### config.mk
export PLATFORM = sky130hd
export DESIGN_NAME = attrition_priority_queue_unit_flat
export DESIGN_NICKNAME = d
export VERILOG_FILES = /design/src/hw/rtl/apq_pkg.sv /design/src/hw/rtl/apq_if.sv /design/src/hw/rtl/attrition_priority_queue_unit.sv /design/src/hw/rtl/apq_cell.sv /design/src/flat_wrapper.sv
export SDC_FILE = /design/constraint.sdc
export NUM_CORES = 2
export LEC_CHECK = 0
export BUFFER_PORTS_ARGS = -buffer_cell sky130_fd_sc_hd__buf_2
export CAP_MARGIN = 20
export CORE_MARGIN = 2
export CORE_UTILIZATION = 39
export DETAILED_ROUTE_END_ITERATION = 7
export PLACE_DENSITY = 0.54
export REMOVE_ABC_BUFFERS = 1
export SKIP_CTS_REPAIR_TIMING = 1
export SYNTH_ARGS = -nofsm -noshare
export SYNTH_HDL_FRONTEND = slang
export SYNTH_SLANG_ARGS = --single-unit
### constraint.sdc
create_clock -name i_clk -period 8.33 [get_ports i_clk]
set_input_delay 0 -clock i_clk [delete_from_list [all_inputs] [get_ports i_clk]]
set_output_delay 0 -clock i_clk [all_outputs]
set_load 0.02 [all_outputs]
### src/hw/rtl/apq_pkg.sv
// Shared types, constants and helpers for the attrition priority queue.
`timescale 1ns / 1ps

package apq_pkg;

    // Queue geometry
    localparam int DEPTH       = 64;
    localparam int VALUE_WIDTH = 32;
    localparam int PORT_WIDTH  = 32;

    typedef logic signed [VALUE_WIDTH-1:0] t_value;
    typedef logic signed [PORT_WIDTH-1:0]  t_port_value;

    // Request actions
    typedef enum logic [1:0] {
        ACT_INSERT = 2'd0,
        ACT_DELETE = 2'd1,
        ACT_PEEK   = 2'd2
    } t_action;

    // Result status codes
    typedef enum logic [1:0] {
        ST_OK    = 2'd0,
        ST_EMPTY = 2'd1,
        ST_FULL  = 2'd2
    } t_status;

    // Per-cycle command broadcast to every cell
    typedef enum logic [1:0] {
        CELL_HOLD   = 2'd0,
        CELL_INSERT = 2'd1,
        CELL_POP    = 2'd2
    } t_cell_op;

    typedef struct packed {
        t_cell_op op;
        t_value   value;
    } t_cell_cmd;

    // Sign-extend or truncate a port value to the stored width
    function automatic t_value widen_value(input t_port_value raw);
        logic signed [63:0] w;
        begin
            w = 64'(raw);
            return w[VALUE_WIDTH-1:0];
        end
    endfunction

    // Low port-width bits of a stored value, zero above the stored width
    function automatic t_port_value narrow_value(input t_value v);
        logic [63:0] z;
        begin
            z = '0;
            z[VALUE_WIDTH-1:0] = v;
            return z[PORT_WIDTH-1:0];
        end
    endfunction

endpackage

### src/hw/rtl/apq_if.sv
// Request and result channel interfaces of the attrition priority queue.
`timescale 1ns / 1ps

interface apq_in_if
    import apq_pkg::*;
();
    logic                   valid;
    logic                   ready;
    logic [1:0]             action;
    logic signed [PORT_WIDTH-1:0] value;

    modport source (output valid, output action, output value, input ready);
    modport sink   (input valid, input action, input value, output ready);
endinterface

interface apq_out_if
    import apq_pkg::*;
();
    logic                   valid;
    logic                   ready;
    logic signed [PORT_WIDTH-1:0] min_value;
    logic [1:0]             status;
    logic                   now_empty;

    modport source (output valid, output min_value, output status, output now_empty,
                    input ready);
    modport sink   (input valid, input min_value, input status, input now_empty,
                    output ready);
endinterface

### src/hw/rtl/attrition_priority_queue_unit.sv
// Top level of the attrition priority queue: request staging, cell chain, result register.
`timescale 1ns / 1ps

// Each request is first registered, then applied in a step in which every cell of the
// DEPTH-long chain compares its entry with the request in parallel and updates together with
// its neighbors. A new request is taken while the previous result still waits on the output;
// it is applied once that result has been taken. Insert discards all entries greater than or
// equal to the new value and appends it, unless every cell holds a smaller value (full);
// delete pops the minimum; peek reads it. The chain resets to empty.
module attrition_priority_queue_unit
    import apq_pkg::*;
(
    input  logic      i_clk,
    input  logic      i_rst_n,
    apq_in_if.sink    i_req,
    apq_out_if.source o_rsp
);

    logic        r_busy;
    logic        n_busy;
    logic [1:0]  r_action;
    t_value      r_value;
    logic        r_out_valid;
    logic        n_out_valid;
    t_port_value r_min_value;
    t_port_value n_min_value;
    t_status     r_status;
    t_status     n_status;
    logic        r_now_empty;
    logic        n_now_empty;

    logic        w_fire;
    t_cell_cmd   w_cmd;
    logic [DEPTH-1:0] w_valid;
    logic [DEPTH-1:0] w_kept;
    t_value      w_value [DEPTH];

    // Apply the staged request once the result register is free
    assign w_fire      = r_busy && (!r_out_valid || o_rsp.ready);
    assign i_req.ready = !r_busy;

    // Decode the staged request into a cell command and a result
    always_comb begin
        w_cmd.op    = CELL_HOLD;
        w_cmd.value = r_value;
        n_min_value = r_min_value;
        n_status    = r_status;
        n_now_empty = r_now_empty;
        n_out_valid = r_out_valid && !o_rsp.ready;
        n_busy      = r_busy;
        if (i_req.valid && i_req.ready) begin
            n_busy = 1'b1;
        end
        if (w_fire) begin
            n_busy      = 1'b0;
            n_out_valid = 1'b1;
            n_min_value = '0;
            n_status    = ST_OK;
            n_now_empty = !w_valid[0];
            case (r_action)
                ACT_INSERT: begin
                    n_now_empty = 1'b0;
                    if (w_kept[DEPTH-1]) begin
                        n_status = ST_FULL;
                    end else begin
                        w_cmd.op = CELL_INSERT;
                    end
                end
                ACT_DELETE: begin
                    if (w_valid[0]) begin
                        w_cmd.op    = CELL_POP;
                        n_min_value = narrow_value(w_value[0]);
                        n_now_empty = !w_valid[1];
                    end else begin
                        n_status = ST_EMPTY;
                    end
                end
                ACT_PEEK: begin
                    if (w_valid[0]) begin
                        n_min_value = narrow_value(w_value[0]);
                    end else begin
                        n_status = ST_EMPTY;
                    end
                end
                default: begin
                    n_status = ST_OK;
                end
            endcase
        end
    end

    // Control registers
    always_ff @(posedge i_clk) begin
        if (!i_rst_n) begin
            r_busy      <= 1'b0;
            r_out_valid <= 1'b0;
        end else begin
            r_busy      <= n_busy;
            r_out_valid <= n_out_valid;
        end
    end

    // Payload registers
    always_ff @(posedge i_clk) begin
        if (i_req.valid && i_req.ready) begin
            r_action <= i_req.action;
            r_value  <= widen_value(i_req.value);
        end
        r_min_value <= n_min_value;
        r_status    <= n_status;
        r_now_empty <= n_now_empty;
    end

    // Chain of cells, head at index 0
    for (genvar g = 0; g < DEPTH; g++) begin : g_cell
        logic   w_prev_kept;
        logic   w_next_valid;
        t_value w_next_value;

        if (g == 0) begin : g_head
            assign w_prev_kept = 1'b1;
        end else begin : g_body
            assign w_prev_kept = w_kept[g-1];
        end

        if (g == DEPTH-1) begin : g_tail
            assign w_next_valid = 1'b0;
            assign w_next_value = '0;
        end else begin : g_link
            assign w_next_valid = w_valid[g+1];
            assign w_next_value = w_value[g+1];
        end

        apq_cell u_cell (
            .i_clk        (i_clk),
            .i_rst_n      (i_rst_n),
            .i_cmd        (w_cmd),
            .i_prev_kept  (w_prev_kept),
            .i_next_valid (w_next_valid),
            .i_next_value (w_next_value),
            .o_valid      (w_valid[g]),
            .o_value      (w_value[g]),
            .o_kept       (w_kept[g])
        );
    end

    assign o_rsp.valid     = r_out_valid;
    assign o_rsp.min_value = r_min_value;
    assign o_rsp.status    = r_status;
    assign o_rsp.now_empty = r_now_empty;

    // A successful insert leaves the head live
    a_insert_live: assert property (@(posedge i_clk) disable iff (!i_rst_n)
        (w_cmd.op == CELL_INSERT) |=> w_valid[0])
        else $error("apq: insert left queue empty");

    // A pending result reflects the current chain occupancy
    a_empty_flag: assert property (@(posedge i_clk) disable iff (!i_rst_n)
        r_out_valid |-> (r_now_empty == !w_valid[0]))
        else $error("apq: empty flag disagrees with chain");

    // A full refusal only happens with every cell live
    a_full_status: assert property (@(posedge i_clk) disable iff (!i_rst_n)
        (r_out_valid && (r_status == ST_FULL)) |-> w_valid[DEPTH-1])
        else $error("apq: full status with free slot");

endmodule

### src/hw/rtl/apq_cell.sv
// One slot of the sorted queue: holds a value and trades it with its neighbors.
`timescale 1ns / 1ps

module apq_cell
    import apq_pkg::*;
(
    input  logic      i_clk,
    input  logic      i_rst_n,
    input  t_cell_cmd i_cmd,
    input  logic      i_prev_kept,
    input  logic      i_next_valid,
    input  t_value    i_next_value,
    output logic      o_valid,
    output t_value    o_value,
    output logic      o_kept
);

    logic   r_valid;
    logic   n_valid;
    t_value r_value;
    t_value n_value;

    // Survive an insert only when live and strictly below the new value
    assign o_kept = r_valid && (r_value < i_cmd.value);

    // Pick the next contents from the broadcast command
    always_comb begin
        n_valid = r_valid;
        n_value = r_value;
        case (i_cmd.op)
            CELL_INSERT: begin
                if (!o_kept) begin
                    n_valid = i_prev_kept;
                    n_value = i_cmd.value;
                end
            end
            CELL_POP: begin
                n_valid = i_next_valid;
                n_value = i_next_value;
            end
            default: begin
                n_valid = r_valid;
                n_value = r_value;
            end
        endcase
    end

    // Register the live flag, cleared under reset
    always_ff @(posedge i_clk) begin
        if (!i_rst_n) begin
            r_valid <= 1'b0;
        end else begin
            r_valid <= n_valid;
        end
    end

    // Hold the value; no reset needed
    always_ff @(posedge i_clk) begin
        r_value <= n_value;
    end

    assign o_valid = r_valid;
    assign o_value = r_value;

    // Live entries form a strictly ascending prefix
    a_ascending: assert property (@(posedge i_clk) disable iff (!i_rst_n)
        i_next_valid |-> (r_valid && (r_value < i_next_value)))
        else $error("apq_cell: entries out of order");

    // Kept cells form a prefix of the chain
    a_kept_prefix: assert property (@(posedge i_clk) disable iff (!i_rst_n)
        o_kept |-> i_prev_kept)
        else $error("apq_cell: kept cell after a discarded one");

    // A pop takes over the neighbor's contents
    a_pop_shift: assert property (@(posedge i_clk) disable iff (!i_rst_n)
        (i_cmd.op == CELL_POP) |=> (r_valid == $past(i_next_valid)))
        else $error("apq_cell: pop did not shift");

endmodule
### src/flat_wrapper.sv
// flat-port wrapper written by rule: the top's interface ports become plain ports
module attrition_priority_queue_unit_flat import apq_pkg::*;
  (i_clk, i_rst_n, i_req_valid, i_req_action, i_req_value, i_req_ready, o_rsp_valid, o_rsp_min_value, o_rsp_status, o_rsp_now_empty, o_rsp_ready);
  apq_in_if i_req_i ();
  apq_out_if o_rsp_i ();
  input  logic i_clk;
  input  logic i_rst_n;
  input wire logic [$bits(i_req_i.valid)-1:0] i_req_valid;
  input wire logic [$bits(i_req_i.action)-1:0] i_req_action;
  input wire logic [$bits(i_req_i.value)-1:0] i_req_value;
  output wire logic [$bits(i_req_i.ready)-1:0] i_req_ready;
  output wire logic [$bits(o_rsp_i.valid)-1:0] o_rsp_valid;
  output wire logic [$bits(o_rsp_i.min_value)-1:0] o_rsp_min_value;
  output wire logic [$bits(o_rsp_i.status)-1:0] o_rsp_status;
  output wire logic [$bits(o_rsp_i.now_empty)-1:0] o_rsp_now_empty;
  input wire logic [$bits(o_rsp_i.ready)-1:0] o_rsp_ready;
  assign i_req_i.valid = i_req_valid;
  assign i_req_i.action = i_req_action;
  assign i_req_i.value = i_req_value;
  assign i_req_ready = i_req_i.ready;
  assign o_rsp_valid = o_rsp_i.valid;
  assign o_rsp_min_value = o_rsp_i.min_value;
  assign o_rsp_status = o_rsp_i.status;
  assign o_rsp_now_empty = o_rsp_i.now_empty;
  assign o_rsp_i.ready = o_rsp_ready;
  attrition_priority_queue_unit u_core (.i_clk(i_clk), .i_rst_n(i_rst_n), .i_req(i_req_i), .o_rsp(o_rsp_i));
endmodule
==> flow_metrics.tcl <==
set metrics [dict create \
    fp.dieW_um 575 \
    vias_per_cell 5.81 \
    cp-end-kind "flop" \
    core_area_mm2 0.324 \
    total_power_w 0.0272 \
    hold_path.class "primary input to flop" \
    drtPass1Iterations 7 \
    ys_ff_latch 2183 \
    hold_ws_ns 0.152 \
    drtIter0Drc 10290 \
    cp_slowest_cell "or2_4" \
    synth_edf_count 2117 \
    grt_util_all_layers 0.263 \
    yosysUniqueCellTypes 94 \
    finalCritPeriodShare 0.671 \
    cts.clk_slew.worst_paths_ns 0.06 \
    finalWirelength_mm 448 \
    finalNonFillerCells 16882 \
    wl_per_cell_um 26.5 \
    max_slew.worst_pin.slew_ns 1.19 \
    crit_type "flop to flop" \
    cts_tree "built" \
    crit_path_start_kind "flop" \
    synth_top_area_frac 0.500 \
    tns_ns 0 \
    worst-path-max-fanout 46 \
    drive_above_1_share 0.0657 \
    clk_latency_ns 0.91 \
    fp-row-count 209 \
    gp_routability_congestion 0.925 \
    antenna_found_initial 15 \
    yosysSeqAreaShare 0.510 \
    synth_area_leaders "edfxtp_1, ha_1, nand2_1, a21oi_1, a21o_1" \
    final_core_util 0.438 \
    root_buffer "clkbuf_16" \
    die_h_um 575 \
    syn_avg_cell_area_um2 10.4 \
    htreeDepth 5 \
    path_cells "inv_4, ha_1, nand4_2, nor4_2, a22oi_1, o211ai_1, a2111oi_2, or2_4, nor2_8, inv_6, buf_4, and2_1, buf_4" \
    min_period_ns 5.59 \
    maxSlewHeadroom 0.209 \
    async_reset_ff_frac 0 \
    drv_cap 0 \
    drv_slew 0 \
    io_buffers 74 \
    critPathTopFamily "buffers and inverters" \
    grt_pass1_wl_mm 649 \
    slowest_delay_ns 0.86 \
    dp_cells 16329 \
    power.static_leakage_nw 57.7 \
    setup-violations-final 0 \
    die-area_mm2 0.331 \
    ys.warnings.count 0 \
    required_ns 8.86 \
    grt_pass1_vias 97530 \
    drc 0 \
    crit_arrival_ns 6.12 \
    vias 98146 \
    cts_buffer_depth 4 \
    fin_nets 14377 \
    fin_worst_skew_ns 0.0533 \
    initial_core_util 0.392 \
    rsz0062_at_grt "false" \
    crit_top_cell "buf_4" \
    critPathBufInv 4 \
    dp_hpwl_mm 297 \
    io-pin-count 75 \
    drtAntennaViolNets 0 \
    netlist_instances 12182 \
    p_per_area_mw_per_mm2 191 \
    synthToLayoutAreaGrowth_pct 11.8 \
    max_freq_mhz 179 \
    hold_viol 0 \
    yosysTopAreaCell "edfxtp_1" \
    yosys_most_used_dff "edfxtp_1" \
    grt_max_degree 203 \
    syn_area_mm2 0.127 \
    ir_drop_uv 160 \
    overflow 0 \
    cts_made_buffers 264 \
    clkSinkCount 2183 \
    status "completed" \
]
power by group:
| group | internal [W] | switching [W] |
|---|---|---|
| sequential | 0.0124 | 0.000233 |
| combinational | 0.000992 | 0.00221 |
| clock | 0.00647 | 0.00485 |
| total | 0.0199 | 0.00729 |
worst paths after layout:
check	startpoint	endpoint	slack, ns	depth (start not counted)
setup reg to reg	u_core.r_value[31]	u_core.g_cell[49].u_cell.o_value[11]	2.74	13
setup / recovery	u_core.r_value[31]	u_core.g_cell[49].u_cell.o_value[11]	2.74	13
hold / removal	i_rst_n	u_core.g_cell[23].u_cell.o_valid	0.15	4
hold reg to reg	u_core.g_cell[45].u_cell.o_valid	u_core.g_cell[44].u_cell.o_valid	0.50	2
flip-flops by register name, summed over array words and instances (netlist names):
register and cells:
u_core.r_busy 1, u_core.r_action 2, u_core.r_value 32, u_core.o_rsp.now_empty 1, u_core.g_cell.u_cell.o_value 2048, u_core.o_rsp.valid 1, u_core.g_cell.u_cell.o_valid 64, u_core.o_rsp.status 2
u_core.o_rsp.min_value 32
cell usage in the layout, fill, tap and decap left out, drive strengths merged, types with 94 or more instances in the layout:
cell type	netlist	final
nand2	4473	4473
edfxtp	2117	2117
ha	1987	1987
a21oi	611	611
o21ai	382	382
nor2	353	353
a21o	330	330
clkbuf	217	327
buf	250	297
nand4	277	277
inv	107	123
a211oi	108	108
clkinv	0	99
nor3	94	94
Yosys cell counts, types with 66 or more instances:
library cell     n
a211oi_1       103
a21o_1         330
a21oi_1        611
buf_2          188
clkbuf_1       212
dfxtp_1         66
edfxtp_1      2117
ha_1          1987
inv_1          104
nand2_1       4473
nand3_1         87
nand4_1        276
nor2_1         351
nor3_1          92
o21ai_0        363
worst min-delay path, cell delays in order:
cell           delay (ns)
dlygate4sd3_1        0.54
buf_4                0.26
o21ai_0              0.14
a31oi_1              0.05
cell type report:
cell class | count | area (um^2)
inverter | 107 | 484
multi-input combinational | 9425 | 60100
fill | 30569 | 182000
clock inverter | 134 | 1180
timing repair buffer | 371 | 3110
antenna | 10 | 25.0
sequential | 2183 | 64900
tap | 4325 | 5410
clock buffer | 327 | 7020
logic make-up (layout without fill, tap and decap cells):
family / count (synthesis) / after routing / share of synthesized area
AND/OR/NAND/NOR: 5571 / 5571 / 0.179
flip-flops: 2183 / 2183 / 0.510
other: 0 / 10 / 0
multiplexers: 24 / 24 / 0.00191
buffers and inverters: 574 / 939 / 0.0211
AO/OA/AOI/OAI: 1828 / 1828 / 0.0906
XOR/XNOR: 15 / 15 / 0.00103
adder cells (fa/ha/maj): 1987 / 1987 / 0.196
metal layers:
metal	up-vias	global-route usage	share of wire
li1	44443	-	-
met1	48720	0.353	0.43
met2	4022	0.429	0.46
met3	957	0.0371	0.070
met4	4	0.107	0.044
met5	-	0	0.000045
stage by stage:
stage,area (um^2),setup WS (ns)
floorplan,125000,-31.79
global placement,133000,2.80
detailed placement,133000,2.73
CTS,141000,2.69
global route,142000,2.46
finish,142000,2.74
(Power assumes the default switching activity.)
